File: config.mk
export PLATFORM = sky130hd
export DESIGN_NAME = annexb_nal_unit_splitter_flat
export DESIGN_NICKNAME = d
export VERILOG_FILES = /design/src/rtl/core/anbs_pkg.sv /design/src/rtl/core/anbs_byte_if.sv /design/src/rtl/core/anbs_unit_if.sv /design/src/rtl/core/anbs_cfg_if.sv /design/src/rtl/core/annexb_nal_unit_splitter.sv /design/src/rtl/core/anbs_front.sv /design/src/rtl/core/anbs_evq.sv /design/src/rtl/core/anbs_back.sv /design/src/flat_wrapper.sv
export SDC_FILE = /design/constraint.sdc
export NUM_CORES = 1
export LEC_CHECK = 0
export BUFFER_PORTS_ARGS = -buffer_cell sky130_fd_sc_hd__buf_2
export CAP_MARGIN = 0
export CORE_ASPECT_RATIO = 1.5
export CORE_MARGIN = 10
export CORE_UTILIZATION = 55
export DETAILED_ROUTE_END_ITERATION = 8
export PLACE_DENSITY = 0.74
export SKIP_CTS_REPAIR_TIMING = 1
export SLEW_MARGIN = 20
export SYNTH_ARGS = -nofsm -noshare
export SYNTH_HDL_FRONTEND = slang
export SYNTH_HIERARCHICAL = 1
export SYNTH_SLANG_ARGS = --single-unit
File: constraint.sdc
create_clock -name clk -period 6.6 [get_ports clk]
set_input_delay 0.33 -clock clk [delete_from_list [all_inputs] [get_ports clk]]
set_output_delay 0.33 -clock clk [all_outputs]
set_load 0.02 [all_outputs]
File: src/rtl/core/anbs_pkg.sv
// Shared types and constants for the Annex B NAL unit splitter.
// No dependencies; all rtl/core files but anbs_cfg_if use it by scoped names.

package anbs_pkg;

    localparam int BYTE_W    = 8;
    localparam int TYPE_W    = 5;
    localparam int LEN_OUT_W = 16;
    localparam int WIN_DEPTH = 5;
    localparam int CNT_W     = 3;
    localparam int EVQ_DEPTH = 2;
    localparam int EVQ_PTR_W = 1;

    localparam logic [BYTE_W-1:0] ZERO_BYTE = 8'h00;
    localparam logic [BYTE_W-1:0] ONE_BYTE  = 8'h01;
    localparam logic [TYPE_W-1:0] TYPE_MASK = 5'h1f;

    localparam logic [CNT_W-1:0] LEN_CODE3 = 3'd3;
    localparam logic [CNT_W-1:0] LEN_CODE4 = 3'd4;
    localparam logic [CNT_W-1:0] LEN_NONE  = 3'd0;

    typedef logic [WIN_DEPTH-1:0][BYTE_W-1:0] win_t;

    typedef struct packed {
        logic              pop;
        logic              strip;
        logic              last_byte;
        logic              end_unit;
        logic [BYTE_W-1:0] data;
    } anbs_evt_t;

endpackage

File: src/rtl/core/anbs_byte_if.sv
// Input byte channel of the splitter.
// Depends on anbs_pkg for field widths.

interface anbs_byte_if;
    logic                          valid;
    logic                          ready;
    logic [anbs_pkg::BYTE_W-1:0]   data_byte;
    logic                          end_of_stream;

    modport source (output valid, output data_byte, output end_of_stream, input ready);
    modport sink   (input valid, input data_byte, input end_of_stream, output ready);
endinterface

File: src/rtl/core/anbs_unit_if.sv
// Output payload channel of the splitter, one NAL payload byte per beat.
// Depends on anbs_pkg for field widths.

interface anbs_unit_if;
    logic                            valid;
    logic                            ready;
    logic [anbs_pkg::BYTE_W-1:0]     payload_byte;
    logic                            unit_first;
    logic                            unit_last;
    logic [anbs_pkg::TYPE_W-1:0]     unit_type;
    logic [anbs_pkg::LEN_OUT_W-1:0]  unit_length;

    modport source (output valid, output payload_byte, output unit_first, output unit_last,
                    output unit_type, output unit_length, input ready);
    modport sink   (input valid, input payload_byte, input unit_first, input unit_last,
                    input unit_type, input unit_length, output ready);
endinterface

File: src/rtl/core/anbs_cfg_if.sv
// Configuration write channel carrying the three_byte_codes mode bit.
// No dependencies.

interface anbs_cfg_if;
    logic valid;
    logic ready;
    logic three_byte_codes;

    modport source (output valid, output three_byte_codes, input ready);
    modport sink   (input valid, input three_byte_codes, output ready);
endinterface

File: src/rtl/core/annexb_nal_unit_splitter.sv
// Top level of the Annex B NAL unit splitter: mode register, front end, event queue
// and back end. Depends on anbs_pkg, the three channel interfaces and all anbs_ modules.
//
// Channels: stream takes one Annex B byte per beat with end_of_stream on the final byte;
// units gives one NAL payload byte per beat, tagged with unit_first, unit_last, unit_type
// and a saturating unit_length; cfg writes the three_byte_codes mode bit (always ready).
// Start code bytes and bytes before the first start code produce no beats.
// Throughput: one byte per cycle while the event queue has room. A byte is released once
// four later bytes are held and reaches units via the event queue and output register.
// On an end_of_stream beat the held window drains one event per cycle while the queue
// has room, stream.ready stays low until the window is empty, and the block returns to
// its before-first-start-code state. A stalled units receiver fills the output register
// and the two-entry event queue, after which stream.ready drops; nothing is lost.
// Reset: window emptied, unit state cleared, three_byte_codes cleared to zero.

module annexb_nal_unit_splitter #(
    parameter int LENGTH_BITS = 16
) (
    input  logic        clk,
    input  logic        rst_n,
    anbs_byte_if.sink   stream,
    anbs_cfg_if.sink    cfg,
    anbs_unit_if.source units
);

    logic                mode_reg;
    logic                q_full;
    logic                q_empty;
    logic                q_push;
    logic                q_pop;
    anbs_pkg::anbs_evt_t evt_wr;
    anbs_pkg::anbs_evt_t evt_rd;

    assign cfg.ready = 1'b1;

    always_ff @(posedge clk or negedge rst_n)
    begin
        if (!rst_n)
        begin
            mode_reg <= 1'b0;
        end
        else if (cfg.valid)
        begin
            mode_reg <= cfg.three_byte_codes;
        end
    end

    anbs_front u_front (
        .clk              (clk),
        .rst_n            (rst_n),
        .stream           (stream),
        .three_byte_codes (mode_reg),
        .q_full           (q_full),
        .push             (q_push),
        .evt              (evt_wr)
    );

    anbs_evq u_evq (
        .clk     (clk),
        .rst_n   (rst_n),
        .push    (q_push),
        .evt_in  (evt_wr),
        .pop     (q_pop),
        .full    (q_full),
        .empty   (q_empty),
        .evt_out (evt_rd)
    );

    anbs_back #(
        .LENGTH_BITS (LENGTH_BITS)
    ) u_back (
        .clk     (clk),
        .rst_n   (rst_n),
        .q_empty (q_empty),
        .evt     (evt_rd),
        .q_pop   (q_pop),
        .units   (units)
    );

endmodule

File: src/rtl/core/anbs_front.sv
// Front end: accepts stream bytes, holds the lookahead window, finds start codes
// and issues pop, strip and end_unit events. Depends on anbs_pkg and anbs_byte_if.

module anbs_front (
    input  logic                clk,
    input  logic                rst_n,
    anbs_byte_if.sink           stream,
    input  logic                three_byte_codes,
    input  logic                q_full,
    output logic                push,
    output anbs_pkg::anbs_evt_t evt
);

    anbs_pkg::win_t                 win_reg;
    anbs_pkg::win_t                 win_next;
    logic [anbs_pkg::CNT_W-1:0]     cnt_reg;
    logic [anbs_pkg::CNT_W-1:0]     cnt_next;
    logic                           flush_reg;
    logic                           flush_next;

    anbs_pkg::win_t                 bufv;
    anbs_pkg::win_t                 rest;
    logic [anbs_pkg::CNT_W-1:0]     n_in;
    logic [anbs_pkg::CNT_W-1:0]     rn;
    logic [anbs_pkg::CNT_W-1:0]     pre;
    logic [anbs_pkg::CNT_W-1:0]     post;
    logic [anbs_pkg::CNT_W-1:0]     shift;
    logic                           flush_now;
    logic                           do_pop;
    logic                           do_strip;
    logic                           is_last;
    logic                           end_unit;
    logic                           step;

    function automatic logic [anbs_pkg::CNT_W-1:0] code_len(
        input anbs_pkg::win_t             b,
        input logic [anbs_pkg::CNT_W-1:0] n,
        input logic                       three
    );
        logic [anbs_pkg::CNT_W-1:0] len;
        len = anbs_pkg::LEN_NONE;
        if (n >= anbs_pkg::LEN_CODE4 && b[0] == anbs_pkg::ZERO_BYTE &&
            b[1] == anbs_pkg::ZERO_BYTE && b[2] == anbs_pkg::ZERO_BYTE &&
            b[3] == anbs_pkg::ONE_BYTE)
        begin
            len = anbs_pkg::LEN_CODE4;
        end
        else if (three && n >= anbs_pkg::LEN_CODE3 && b[0] == anbs_pkg::ZERO_BYTE &&
                 b[1] == anbs_pkg::ZERO_BYTE && b[2] == anbs_pkg::ONE_BYTE)
        begin
            len = anbs_pkg::LEN_CODE3;
        end
        return len;
    endfunction

    always_comb
    begin
        bufv = win_reg;
        for (int k = 0; k < anbs_pkg::WIN_DEPTH; k++)
        begin
            if (!flush_reg && anbs_pkg::CNT_W'(k) == cnt_reg)
            begin
                bufv[k] = stream.data_byte;
            end
        end
        n_in      = flush_reg ? cnt_reg : cnt_reg + 3'd1;
        flush_now = flush_reg | stream.end_of_stream;
        rest      = bufv >> anbs_pkg::BYTE_W;
        rn        = n_in - 3'd1;
        pre       = code_len(bufv, n_in, three_byte_codes);
        post      = code_len(rest, rn, three_byte_codes);

        do_pop   = 1'b0;
        do_strip = 1'b0;
        is_last  = 1'b0;
        shift    = anbs_pkg::LEN_NONE;
        if (pre != anbs_pkg::LEN_NONE)
        begin
            do_strip = 1'b1;
            shift    = pre;
        end
        else if (n_in == 3'd5 || (flush_now && n_in != 3'd0))
        begin
            do_pop   = 1'b1;
            is_last  = (rn == 3'd0) || (post != anbs_pkg::LEN_NONE);
            do_strip = post != anbs_pkg::LEN_NONE;
            shift    = 3'd1 + post;
        end

        cnt_next   = n_in - shift;
        win_next   = bufv >> {shift, 3'b000};
        end_unit   = flush_now && cnt_next == 3'd0;
        flush_next = flush_now && cnt_next != 3'd0;

        step = !q_full && (flush_reg || stream.valid);
        push = step && (do_pop || do_strip || end_unit);

        evt.pop       = do_pop;
        evt.strip     = do_strip;
        evt.last_byte = is_last;
        evt.end_unit  = end_unit;
        evt.data      = bufv[0];
    end

    assign stream.ready = !flush_reg && !q_full;

    always_ff @(posedge clk or negedge rst_n)
    begin
        if (!rst_n)
        begin
            cnt_reg   <= '0;
            flush_reg <= 1'b0;
        end
        else if (step)
        begin
            cnt_reg   <= cnt_next;
            flush_reg <= flush_next;
        end
    end

    always_ff @(posedge clk)
    begin
        if (step)
        begin
            win_reg <= win_next;
        end
    end

    a_cnt_bound: assert property (@(posedge clk) disable iff (!rst_n)
        cnt_reg <= 3'd4)
        else $error("lookahead count above four");

    a_flush_nonempty: assert property (@(posedge clk) disable iff (!rst_n)
        flush_reg |-> cnt_reg != 3'd0)
        else $error("flush with empty window");

endmodule

File: src/rtl/core/anbs_evq.sv
// Two-entry event queue between the front end and the back end.
// Depends on anbs_pkg for the event type.

module anbs_evq (
    input  logic                clk,
    input  logic                rst_n,
    input  logic                push,
    input  anbs_pkg::anbs_evt_t evt_in,
    input  logic                pop,
    output logic                full,
    output logic                empty,
    output anbs_pkg::anbs_evt_t evt_out
);

    anbs_pkg::anbs_evt_t            ent_reg [anbs_pkg::EVQ_DEPTH];
    logic [anbs_pkg::EVQ_PTR_W-1:0] wr_ptr_reg;
    logic [anbs_pkg::EVQ_PTR_W-1:0] rd_ptr_reg;
    logic [anbs_pkg::EVQ_PTR_W:0]   cnt_reg;
    logic                           do_push;
    logic                           do_pop;

    assign full    = cnt_reg == (anbs_pkg::EVQ_PTR_W + 1)'(anbs_pkg::EVQ_DEPTH);
    assign empty   = cnt_reg == '0;
    assign do_push = push && !full;
    assign do_pop  = pop && !empty;
    assign evt_out = ent_reg[rd_ptr_reg];

    always_ff @(posedge clk or negedge rst_n)
    begin
        if (!rst_n)
        begin
            wr_ptr_reg <= '0;
            rd_ptr_reg <= '0;
            cnt_reg    <= '0;
        end
        else
        begin
            if (do_push)
            begin
                wr_ptr_reg <= wr_ptr_reg + 1'b1;
            end
            if (do_pop)
            begin
                rd_ptr_reg <= rd_ptr_reg + 1'b1;
            end
            if (do_push && !do_pop)
            begin
                cnt_reg <= cnt_reg + 1'b1;
            end
            else if (do_pop && !do_push)
            begin
                cnt_reg <= cnt_reg - 1'b1;
            end
        end
    end

    always_ff @(posedge clk)
    begin
        if (do_push)
        begin
            ent_reg[wr_ptr_reg] <= evt_in;
        end
    end

endmodule

File: src/rtl/core/anbs_back.sv
// Back end: tracks unit state, tags payload bytes and drives the output register.
// Depends on anbs_pkg and anbs_unit_if.

module anbs_back #(
    parameter int LENGTH_BITS = 16
) (
    input  logic                clk,
    input  logic                rst_n,
    input  logic                q_empty,
    input  anbs_pkg::anbs_evt_t evt,
    output logic                q_pop,
    anbs_unit_if.source         units
);

    logic                              in_unit_reg;
    logic                              in_unit_next;
    logic                              first_pend_reg;
    logic                              first_pend_next;
    logic [anbs_pkg::TYPE_W-1:0]       type_reg;
    logic [anbs_pkg::TYPE_W-1:0]       type_next;
    logic [LENGTH_BITS-1:0]            len_reg;
    logic [LENGTH_BITS-1:0]            len_next;
    logic [LENGTH_BITS-1:0]            len_inc;
    logic                              out_valid_reg;
    logic                              out_valid_next;
    logic [anbs_pkg::BYTE_W-1:0]       byte_reg;
    logic                              first_reg;
    logic                              last_reg;
    logic [anbs_pkg::TYPE_W-1:0]       otype_reg;
    logic [anbs_pkg::LEN_OUT_W-1:0]    olen_reg;
    logic                              take;
    logic                              emit;

    always_comb
    begin
        take  = !q_empty && (!out_valid_reg || units.ready);
        emit  = take && evt.pop && in_unit_reg;
        q_pop = take;

        in_unit_next    = in_unit_reg;
        first_pend_next = first_pend_reg;
        type_next       = type_reg;
        len_next        = len_reg;
        len_inc         = (len_reg == {LENGTH_BITS{1'b1}}) ? len_reg : len_reg + 1'b1;

        if (emit)
        begin
            if (first_pend_reg)
            begin
                type_next       = evt.data[anbs_pkg::TYPE_W-1:0] & anbs_pkg::TYPE_MASK;
                first_pend_next = 1'b0;
            end
            len_next = len_inc;
        end
        if (take && evt.strip)
        begin
            in_unit_next    = 1'b1;
            first_pend_next = 1'b1;
            len_next        = '0;
        end
        if (take && evt.end_unit)
        begin
            in_unit_next    = 1'b0;
            first_pend_next = 1'b0;
            len_next        = '0;
        end

        out_valid_next = emit || (out_valid_reg && !units.ready);
    end

    always_ff @(posedge clk or negedge rst_n)
    begin
        if (!rst_n)
        begin
            in_unit_reg    <= 1'b0;
            first_pend_reg <= 1'b0;
            type_reg       <= '0;
            len_reg        <= '0;
            out_valid_reg  <= 1'b0;
        end
        else
        begin
            in_unit_reg    <= in_unit_next;
            first_pend_reg <= first_pend_next;
            type_reg       <= (emit && first_pend_reg) ?
                              (evt.data[anbs_pkg::TYPE_W-1:0] & anbs_pkg::TYPE_MASK) : type_reg;
            len_reg        <= len_next;
            out_valid_reg  <= out_valid_next;
        end
    end

    always_ff @(posedge clk)
    begin
        if (emit)
        begin
            byte_reg  <= evt.data;
            first_reg <= first_pend_reg;
            last_reg  <= evt.last_byte;
            otype_reg <= type_next;
            olen_reg  <= anbs_pkg::LEN_OUT_W'(len_inc);
        end
    end

    assign units.valid        = out_valid_reg;
    assign units.payload_byte = byte_reg;
    assign units.unit_first   = first_reg;
    assign units.unit_last    = last_reg;
    assign units.unit_type    = otype_reg;
    assign units.unit_length  = olen_reg;

    a_pend_in_unit: assert property (@(posedge clk) disable iff (!rst_n)
        first_pend_reg |-> in_unit_reg)
        else $error("first byte pending outside a unit");

    a_len_idle: assert property (@(posedge clk) disable iff (!rst_n)
        !in_unit_reg |-> len_reg == '0)
        else $error("length count nonzero outside a unit");

    a_first_len: assert property (@(posedge clk) disable iff (!rst_n)
        (out_valid_reg && first_reg) |-> olen_reg == anbs_pkg::LEN_OUT_W'(1))
        else $error("first payload beat with length other than one");

endmodule

File: src/flat_wrapper.sv
// flat-port wrapper written by rule: the top's interface ports become plain ports
module annexb_nal_unit_splitter_flat 
#(
    parameter int LENGTH_BITS = 16
)
  (clk, rst_n, stream_valid, stream_data_byte, stream_end_of_stream, stream_ready, cfg_valid, cfg_three_byte_codes, cfg_ready, units_valid, units_payload_byte, units_unit_first, units_unit_last, units_unit_type, units_unit_length, units_ready);
  anbs_byte_if stream_i ();
  anbs_cfg_if cfg_i ();
  anbs_unit_if units_i ();
  input  logic clk;
  input  logic rst_n;
  input wire logic [$bits(stream_i.valid)-1:0] stream_valid;
  input wire logic [$bits(stream_i.data_byte)-1:0] stream_data_byte;
  input wire logic [$bits(stream_i.end_of_stream)-1:0] stream_end_of_stream;
  output wire logic [$bits(stream_i.ready)-1:0] stream_ready;
  input wire logic [$bits(cfg_i.valid)-1:0] cfg_valid;
  input wire logic [$bits(cfg_i.three_byte_codes)-1:0] cfg_three_byte_codes;
  output wire logic [$bits(cfg_i.ready)-1:0] cfg_ready;
  output wire logic [$bits(units_i.valid)-1:0] units_valid;
  output wire logic [$bits(units_i.payload_byte)-1:0] units_payload_byte;
  output wire logic [$bits(units_i.unit_first)-1:0] units_unit_first;
  output wire logic [$bits(units_i.unit_last)-1:0] units_unit_last;
  output wire logic [$bits(units_i.unit_type)-1:0] units_unit_type;
  output wire logic [$bits(units_i.unit_length)-1:0] units_unit_length;
  input wire logic [$bits(units_i.ready)-1:0] units_ready;
  assign stream_i.valid = stream_valid;
  assign stream_i.data_byte = stream_data_byte;
  assign stream_i.end_of_stream = stream_end_of_stream;
  assign stream_ready = stream_i.ready;
  assign cfg_i.valid = cfg_valid;
  assign cfg_i.three_byte_codes = cfg_three_byte_codes;
  assign cfg_ready = cfg_i.ready;
  assign units_valid = units_i.valid;
  assign units_payload_byte = units_i.payload_byte;
  assign units_unit_first = units_i.unit_first;
  assign units_unit_last = units_i.unit_last;
  assign units_unit_type = units_i.unit_type;
  assign units_unit_length = units_i.unit_length;
  assign units_i.ready = units_ready;
  annexb_nal_unit_splitter #(.LENGTH_BITS(LENGTH_BITS)) u_core (.clk(clk), .rst_n(rst_n), .stream(stream_i), .cfg(cfg_i), .units(units_i));
endmodule
==> impl_metrics.tcl, run 1 <==
set metrics [dict create \
    die_area_sq_mm 0.0181 \
    slew_violations 0 \
    final.setup_skew_ns 0.0104 \
    grt_pass1_vias 5329 \
    grt_pass1_wl_um 27900 \
    drt-total-wl_um 17500 \
    num_antenna_cells 0 \
    core_sq_mm 0.0129 \
    critical_path_class "flip-flop to flip-flop" \
    wl_per_cell_um 21.5 \
    cp-end-kind "flip-flop" \
    synthFlopType "edfxtp_1" \
    cts_buffers 17 \
    fin_tns_setup_ns 0 \
    cts-root-buf "clkbuf_16" \
    detail_route.first_pass.iterations 5 \
    synth_top_cell_area_share 0.398 \
    sw_frac_of_total 0.384 \
    syn_nets 643 \
    peakVddDrop_mv 0.286 \
    fp.dieH_um 160 \
    worst_pin_slew_ns 0.940 \
    htree_levels 4 \
    netlist_area_sq_mm 0.00718 \
    initial_core_util 0.557 \
    switching_power_mw 1.74 \
    synth-simple-area-share 0.150 \
    synth_top_family_by_area "simple AND/OR/NAND/NOR gates" \
    synth_cell_types 77 \
    dpl.hpwl_um 12500 \
    worstPathArrival_ns 5.41 \
    worstSkewPairLatency_ns 0.41 \
    seqPwrFrac 0.360 \
    syn2layout_area_growth_pct 10.8 \
    largest_reg_flops 40 \
    synth_compound_area_frac 0.115 \
    r2r_slack_ns 1.24 \
    dpl.cell_count 781 \
    antenna_left 0 \
    yosys-top-cells-area "edfxtp_1, dfrtp_1, mux2_2" \
    gr-total-overflow 0 \
    fin_nets 668 \
    routabilityCongestion 0.926 \
    drtIter0Drc 396 \
    synth_xor_area_frac 0.0218 \
    hold_viol 0 \
    fin_crit_sh 0.813 \
    synth_area_per_cell_sq_um 11.6 \
    yosys.area.top_type "edfxtp_1" \
    crit_required_ns 6.64 \
    p_int_mw 2.79 \
    power_density_mw_per_mm2 570 \
    antenna_found_initial 0 \
    viasPerCell 6.37 \
    setup_violations 0 \
    cp-start-kind "flip-flop" \
    ys_seq_elements 128 \
    p_leak_nw 3.28 \
    fin_util 0.617 \
    outcome "complete, no violations" \
    fmax_mhz 186 \
    cap_violations 0 \
    p_clk_frac 0.211 \
    io_pins 49 \
    relSlewSlack 0.371 \
    drive_gt1_frac 0.234 \
    seq_area_frac_synth 0.513 \
    synth-edff-count 95 \
    clk_pin_slew_ns 0.06 \
    cp_max_fo 27 \
    clockBufferDepth 2 \
    grt_max_degree 46 \
    rows 51 \
    cts_tree "done" \
    port_buffers 47 \
    pwr-share-comb 0.429 \
    drcViolationCount 0 \
    ys_warn_count 6 \
    synth-adder-area-share 0.0220 \
    rsz0062_at_grt "false" \
    fin_crit_ns 5.36 \
    grt_use_total 0.193 \
    clock_sinks 128 \
    dr_total_vias 5178 \
    synthCells 616 \
    fp.dieW_um 113 \
    synthMuxAreaShare 0.124 \
    min_path_type "primary input to asynchronous set/reset pin" \
    stdcell_count 813 \
    postSynth.asyncResetShare 0.258 \
]
-- final cells by class --
type	instances	area (sq um)
fill	1045	4940
sequential	128	3680
multi-input combinational	421	3110
clock buffer	18	429
timing repair buffer	53	280
tap	159	199
clock inverter	14	180
inverter	20	75.1
-- metrics by stage --
stage	power, mW	worst slack (ns)	hold WS, ns	instance area, sq um
2_1_floorplan	3.10	1.88	0.0344	7180
3_3_place_gp	3.49	1.47	0.455	7340
3_5_place_dp	3.56	1.29	0.466	7340
4_1_cts	4.54	1.26	0.0317	7950
5_1_grt	4.81	0.902	0.0465	7950
6_report	4.53	1.24	0.00672	7950
-- cell families after synthesis --
group	Yosys count
buffers and inverters	67
flip-flops	128
XOR/XNOR	17
AO/OA/AOI/OAI	110
adder cells (fa/ha/maj)	12
AND/OR/NAND/NOR	202
other	1
multiplexers	79
-- path summary, 6_finish.rpt --
check | endpoint | cells past startpoint | start
worst min register to register | u_core/u_back/type_reg[0]$_DFFE_PN0P_ | 1 | u_core/u_back/type_reg[0]$_DFFE_PN0P_
worst min-delay path | u_core/u_back/len_reg[15]$_DFFE_PN0P_ | 1 | rst_n
worst max-delay path | u_core/u_evq/ent_reg[1][0]$_DFFE_PP_ | 18 | u_core/u_front/cnt_reg[1]$_DFFE_PN0P_
min in group clk | u_core/mode_reg$_DFFE_PN0P_ | 2 | cfg_three_byte_codes
max in group asynchronous | u_core/u_back/in_unit_reg$_DFFE_PN0P_ | 1 | rst_n
worst max register to register | u_core/u_evq/ent_reg[1][0]$_DFFE_PP_ | 18 | u_core/u_front/cnt_reg[1]$_DFFE_PN0P_
-- metal layers --
| metal | wire length, um | global-route usage | share of wire | vias to the layer above |
|---|---|---|---|---|
| li1 | - | - | - | 2347 |
| met3 | 978 | 0.0420 | 0.056 | 77 |
| met5 | 0 | 0 | 0 | - |
| met2 | 9360 | 0.351 | 0.54 | 225 |
| met1 | 6130 | 0.191 | 0.35 | 2529 |
| met4 | 1010 | 0.120 | 0.058 | 0 |
-- critical path, stage by stage, from the launching register on --
cell and delay, ns:
dfrtp_1 0.44, inv_1 0.13, ha_1 0.16, or3b_1 0.69, mux2i_1 0.23, nor4_2 0.40
and3_4 0.28, a31o_1 0.15, buf_4 0.28, and2_4 0.33, inv_2 0.17, ha_1 0.21
inv_1 0.07, fa_1 0.18, xnor2_1 0.08, xnor2_1 0.23, o2111a_1 0.29, o21a_1 0.17
and3_1 0.50
-- layout by cell type (no fill, tap or decap), drive strengths merged, types with 5 or more instances in the layout --
cell type	n
buf	53
or3	9
o21ai	25
and4	5
xor2	7
o2111a	5
nor3	8
clkbuf	18
and3	19
and2	11
nor2b	5
xnor2	10
nand3	17
clkinv	6
a211oi	12
mux2	46
nor2	38
edfxtp	95
a21oi	24
nand2b	11
nand2	49
inv	24
nor4	11
o211ai	5
dfrtp	33
ha	11
mux2i	33
-- power by group through the flow --
stage | clock network (mW) | registers [mW] | logic (mW)
2_1_floorplan | 0 | 1.65 | 1.45
3_3_place_gp | 0 | 1.62 | 1.87
3_5_place_dp | 0 | 1.64 | 1.92
4_1_cts | 0.973 | 1.63 | 1.94
5_1_grt | 1.01 | 1.67 | 2.13
6_report | 0.958 | 1.63 | 1.94
-- cells in the mapped netlist (all sizes together) (3+ instances only) --
cell and count:
o2111a 5, clkbuf 12, or2 4, o21ai 25, and4 5, a221o 3, and3 19, a211oi 12
buf 35, xor2 7, mux2i 33, nand2 49, edfxtp 95, o221ai 4, a21oi 24, mux2 46
and2 11, nor4 11, xnor2 10, nand3 17, a21o 3, nand4 3, nor2b 5, nand3b 3
ha 11, a31oi 3, or4 4, a22oi 4, inv 20, o211ai 5, nor2 38, dfrtp 33
or3 9, nor3 8, a311oi 3, nand2b 11
(Power assumes the default switching activity.)
==> run 2: changes to the inputs <==
==> constraint.sdc (replaced) <==
create_clock -name clk -period 5 [get_ports clk]
set_input_delay 0.25 -clock clk [delete_from_list [all_inputs] [get_ports clk]]
set_output_delay 0.25 -clock clk [all_outputs]
set_load 0.02 [all_outputs]
==> impl_metrics.tcl, run 2 (same netlist as run 1, synthesis figures left out) <==
set metrics [dict create \
    stdcell_count 821 \
    power_mw 5.90 \
    grt_max_degree 46 \
    dpl.hpwl_um 11700 \
    setup_violations 0 \
    fp.dieW_um 113 \
    io_pins 49 \
    rsz0062_at_grt "false" \
    fin_nets 676 \
    fin_crit_ns 4.64 \
    relSlewSlack 0.310 \
    fin_tns_setup_ns 0 \
    core_sq_mm 0.0129 \
    cp-start-kind "flip-flop" \
    largest_reg_flops 40 \
    fmax_mhz 215 \
    num_antenna_cells 0 \
    drt-total-wl_um 16200 \
    dpl.cell_count 788 \
    cpPeakStageDelay_ns 0.52 \
    multi_input_area_sq_mm 0.00311 \
    dr_total_vias 5077 \
    regArea_sq_mm 0.00368 \
    drcViolationCount 0 \
    critical_path_class "flip-flop to flip-flop" \
    dr_wl_met2_um 8730 \
    cp_max_fo 9 \
    top_layer_used "met4" \
    final_common_cell "edfxtp_1" \
    final_cell_mix "edfxtp_1, buf_2, nand2_1" \
    port_buffers 47 \
    antenna_left 0 \
    cts-root-buf "clkbuf_16" \
    min-delay-start "cfg_three_byte_codes" \
    viasPerCell 6.18 \
    crit_start "u_core/u_front/cnt_reg[0]$_DFFE_PN0P_" \
    gr-total-overflow 0 \
    fin_area_sq_mm 0.00799 \
    detail_route.first_pass.iterations 6 \
    slowest_stage "dfrtp_1" \
    drtIter0Drc 318 \
    met1Wirelength_um 5920 \
    rows 51 \
    worst_pin_slew_ns 1.03 \
    routabilityCongestion 0.916 \
    fp.dieH_um 160 \
    grt_pass1_wl_um 26300 \
    cts_tree "done" \
    min_path_type "primary input to flip-flop" \
    initial_core_util 0.557 \
    die_area_sq_mm 0.0181 \
    slew_violations 0 \
    fin_crit_sh 0.928 \
    clk_pin_slew_ns 0.06 \
    p_leak_nw 3.30 \
    grt_use_total 0.180 \
    outcome "complete, no violations" \
    clockBufferDepth 2 \
    syn2layout_area_growth_pct 11.4 \
    peakVddDrop_mv 0.354 \
    htree_levels 4 \
    cap_violations 0 \
    cp-end-kind "flip-flop" \
    wl_met3_um 794 \
    num-fill-cells 1026 \
    power_density_mw_per_mm2 738 \
    r2r_slack_ns 0.36 \
    grt_pass1_vias 5145 \
    final.setup_skew_ns 0.0139 \
    hold_viol 0 \
    wl_per_cell_um 19.8 \
    r2r_start "u_core/u_front/cnt_reg[0]$_DFFE_PN0P_" \
    place_area_sq_mm 0.00739 \
    cts_buffers 17 \
    drive_gt1_frac 0.245 \
    worstPathArrival_ns 4.94 \
    crit_chain "inv_1 -> ha_1 -> mux2_2 -> ha_1 -> o21ai_0 -> a21oi_1 -> o21ai_0 -> a31o_1 -> and2_4 -> inv_2 -> ha_1 -> inv_1 -> fa_1 -> xnor2_1 -> xnor2_1 -> o2111a_1 -> o21a_1 -> nand2_2 -> inv_1 -> ha_1 -> xor2_1 -> nor2_1 -> xor2_1" \
    cpMostUsedCell "ha_1" \
    crit_required_ns 5.30 \
    clock_sinks 128 \
    worstSkewPairLatency_ns 0.42 \
    antenna_found_initial 0 \
]
[run 2: worst paths after layout]
path                       cells past startpoint                                    end
setup / recovery                              23    u_core/u_evq/cnt_reg[1]$_DFFE_PN0P_
hold / removal                                 2            u_core/mode_reg$_DFFE_PN0P_
setup reg to reg                              23    u_core/u_evq/cnt_reg[1]$_DFFE_PN0P_
hold reg to reg                                1  u_core/u_back/type_reg[3]$_DFFE_PN0P_
max in group asynchronous                      2  u_core/u_back/in_unit_reg$_DFFE_PN0P_
min in group asynchronous                      2            u_core/mode_reg$_DFFE_PN0P_
[run 2: worst max-delay path, delay by kind of cell, from the launching register on]
kind / cells / cell delay [ns]
simple gates: 3 / 0.32
xor+xnor: 4 / 0.72
fa+ha+maj: 5 / 1.27
compound gates: 6 / 1.10
flops: 1 / 0.52
buf+inv: 4 / 0.28
mux: 1 / 0.32
[run 2: layer usage]
| layer | vias to the layer above | global-route usage |
|---|---|---|
| met5 | - | 0 |
| met4 | 0 | 0.113 |
| met3 | 51 | 0.0401 |
| met2 | 183 | 0.326 |
| met1 | 2479 | 0.179 |
| li1 | 2364 | - |
[run 2: layout make-up]
type                    instances  share of cell area
clock buffers                  17              0.0532
clock inverters                15              0.0205
inverters                      20             0.00939
multi-input cells             421               0.389
flip-flops and latches        128               0.460
well taps                     159              0.0249
repair buffers                 61              0.0429
[run 2: power breakdown]
group / internal [mW] / leakage, nW / switching, mW / total, mW
logic: 1.03 / 1.66 / 1.49 / 2.53
registers: 1.87 / 1.35 / 0.276 / 2.15
clock network: 0.710 / 0.283 / 0.514 / 1.22
[run 2: through the flow]
step	worst slack, ns	utilization	hold slack, ns
after floorplan	0.283	-	-0.0456
after global placement	0.523	0.574	0.375
after detailed placement	0.336	0.574	0.386
after CTS	0.307	0.619	-0.0590
after global routing	0.0266	0.620	0.0651
final	0.360	0.620	0.0642
==> run 3: changes to the inputs <==
--- a/config.mk
+++ b/config.mk
@@ -5,13 +5,13 @@
 export SDC_FILE = /design/constraint.sdc
 export NUM_CORES = 1
 export LEC_CHECK = 0
+export ABC_AREA = 1
 export BUFFER_PORTS_ARGS = -buffer_cell sky130_fd_sc_hd__buf_2
 export CAP_MARGIN = 0
-export CORE_ASPECT_RATIO = 1.5
 export CORE_MARGIN = 10
 export CORE_UTILIZATION = 55
 export DETAILED_ROUTE_END_ITERATION = 8
-export PLACE_DENSITY = 0.74
+export PLACE_DENSITY = 0.73
 export SKIP_CTS_REPAIR_TIMING = 1
 export SLEW_MARGIN = 20
 export SYNTH_ARGS = -nofsm -noshare
==> impl_metrics.tcl, run 3 <==
set metrics [dict create \
    crit_cells 27 \
    r2r_end "u_core/u_evq/cnt_reg[1]$_DFFE_PN0P_" \
    postSynth.asyncResetShare 0.258 \
    port_buffers 47 \
    initial_core_util 0.565 \
    r2r_slack_ns 0.52 \
    rsz0062_at_grt "false" \
    num_antenna_cells 0 \
    holdWs_ns 0.0147 \
    drt-total-wl_um 18000 \
    synthTopCellsByCount "nand2_1, inv_1, nor2_1" \
    drcViolationCount 0 \
    num-fill-cells 1156 \
    htree_levels 4 \
    seq_area_frac_synth 0.490 \
    yosys.cell_count.top_type "nand2_1" \
    yosys.area.top_type "edfxtp_1" \
    ys_warn_count 6 \
    grt_pass1_wl_um 29100 \
    cap_violations 0 \
    clockBufferDepth 2 \
    final_common_cell "nand2_1" \
    die_area_sq_mm 0.0187 \
    cpMostUsedCell "nand2_1" \
    fin_nets 993 \
    critical_path_class "flip-flop to flip-flop" \
    path_delay_family "simple AND/OR/NAND/NOR gates" \
    antenna_left 0 \
    crit_end "u_core/u_evq/cnt_reg[1]$_DFFE_PN0P_" \
    p_leak_nw 4.20 \
    routabilityCongestion 0.980 \
    wl_met3_um 1450 \
    grt_pass1_vias 5737 \
    hold_viol 0 \
    synthFlopType "edfxtp_1" \
    fin_area_sq_mm 0.00840 \
    fmax_mhz 223 \
    clock_sinks 128 \
    slowest_stage "dfrtp_1" \
    setup_violations 0 \
    cts-root-buf "clkbuf_16" \
    final_cell_mix "nand2_1, inv_1, nor2_1" \
    grt_max_degree 48 \
    cts_buffers 17 \
    synthCells 924 \
    cp_max_fo 18 \
    viasPerCell 5.31 \
    relSlewSlack 0.465 \
    fin_util 0.632 \
    dr_wl_met2_um 8360 \
    netlist_area_sq_mm 0.00751 \
    synth-edff-count 95 \
    cp-start-kind "flip-flop" \
    worstRegToRegCells 27 \
    worstSkewPairLatency_ns 0.44 \
    worstPathArrival_ns 4.80 \
    gr-total-overflow 0 \
    r2r_start "u_core/u_front/cnt_reg[2]$_DFFE_PN0P_" \
    fp.dieW_um 137 \
    syn_nets 951 \
    place_area_sq_mm 0.00777 \
    whs_path_depth 3 \
    yosys-top-cells-area "edfxtp_1, nand2_1, dfrtp_1" \
    power_mw 5.91 \
    cp-end-kind "flip-flop" \
    cpPeakStageDelay_ns 0.58 \
    peakVddDrop_mv 0.331 \
    fin_crit_ns 4.48 \
    worst-path-buf-inv 5 \
    power_density_mw_per_mm2 704 \
    syn2layout_area_growth_pct 11.8 \
    fin_tns_setup_ns 0 \
    io_pins 49 \
    outcome "complete, no violations" \
    clk_pin_slew_ns 0.06 \
    synth_top_cell_area_share 0.380 \
    slew_violations 0 \
    cts_tree "done" \
    crit_start "u_core/u_front/cnt_reg[2]$_DFFE_PN0P_" \
    dr_total_vias 6129 \
    rows 42 \
    min_path_type "primary input to flip-flop" \
    detail_route.first_pass.iterations 6 \
    final.setup_skew_ns 0.00744 \
    synth_cell_types 44 \
    fin_crit_sh 0.896 \
    core_sq_mm 0.0133 \
    grt_use_total 0.202 \
    top_layer_used "met4" \
    worst_pin_slew_ns 0.803 \
    crit_required_ns 5.32 \
    largest_reg_flops 40 \
    met1Wirelength_um 7610 \
    drive_gt1_frac 0.155 \
    dpl.hpwl_um 12700 \
    ys_seq_elements 128 \
    synth_area_per_cell_sq_um 8.13 \
    wl_per_cell_um 15.6 \
    antenna_found_initial 0 \
    fp.dieH_um 137 \
    drtIter0Drc 678 \
]
## run 3: changes by cell type after synthesis, sizes merged, moves of 12 or more
cell	previous run	this run
a211oi	12	0
a21oi	24	6
and3	19	0
inv	20	128
mux2	46	0
mux2i	33	0
nand2	49	336
nand3	17	67
nand4	3	16
nor2	38	110
o21ai	25	65
## run 3: logic make-up (layout without fill, tap and decap cells)
group | after synthesis | count (layout) | share of synthesized area
xor+xnor | 4 | 4 | 0.00466
compound gates | 81 | 81 | 0.0648
simple gates | 540 | 540 | 0.323
other cells | 1 | 1 | 0.000499
buf+inv | 158 | 213 | 0.0959
fa+ha+maj | 12 | 12 | 0.0210
flops | 128 | 128 | 0.490
## run 3: metrics by stage
stage | setup WS [ns] | instances
after floorplan | 0.490 | 924
after global placement | 0.718 | 1122
after detailed placement | 0.580 | 1122
after CTS | 0.556 | 1154
after global routing | 0.0157 | 1155
final | 0.520 | 1155
## run 3: power breakdown
part	internal, mW	switching [mW]
Combinational	0.774	1.84
Clock	0.831	0.470
Sequential	1.82	0.179
Total	3.42	2.49
## run 3: cell type report
type                       count  area [sq um]  area share
sequential                   128          3680       0.438
clock buffer                  18           429      0.0511
timing repair buffer          52           275      0.0328
tap                          176           220      0.0262
clock inverter                14           189      0.0225
inverter                     129           484      0.0577
multi-input combinational    638          3120       0.372
## run 3: worst min path at each step
stage / endpoint / slack [ns] / start
6_report: u_core/mode_reg$_DFFE_PN0P_ / 0.01 / cfg_three_byte_codes
3_3_place_gp: u_core/u_back/len_reg[6]$_DFFE_PN0P_ / 0.38 / rst_n
2_1_floorplan: u_core/mode_reg$_DFFE_PN0P_ / -0.05 / rst_n
4_1_cts: u_core/u_back/len_reg[5]$_DFFE_PN0P_ / -0.07 / rst_n
3_5_place_dp: u_core/u_back/len_reg[6]$_DFFE_PN0P_ / 0.39 / rst_n
5_1_grt: u_core/mode_reg$_DFFE_PN0P_ / 0.04 / cfg_three_byte_codes
## run 3: routing by layer
layer | track usage | up-vias
met5 | 0 | -
met4 | 0.104 | 0
met3 | 0.0598 | 44
met2 | 0.315 | 255
met1 | 0.248 | 2800
li1 | - | 3030
## run 3: worst min-delay path, delay by kind of cell
family | cells | cell delay [ns]
buf+inv | 1 | 0.08
simple gates | 2 | 0.09
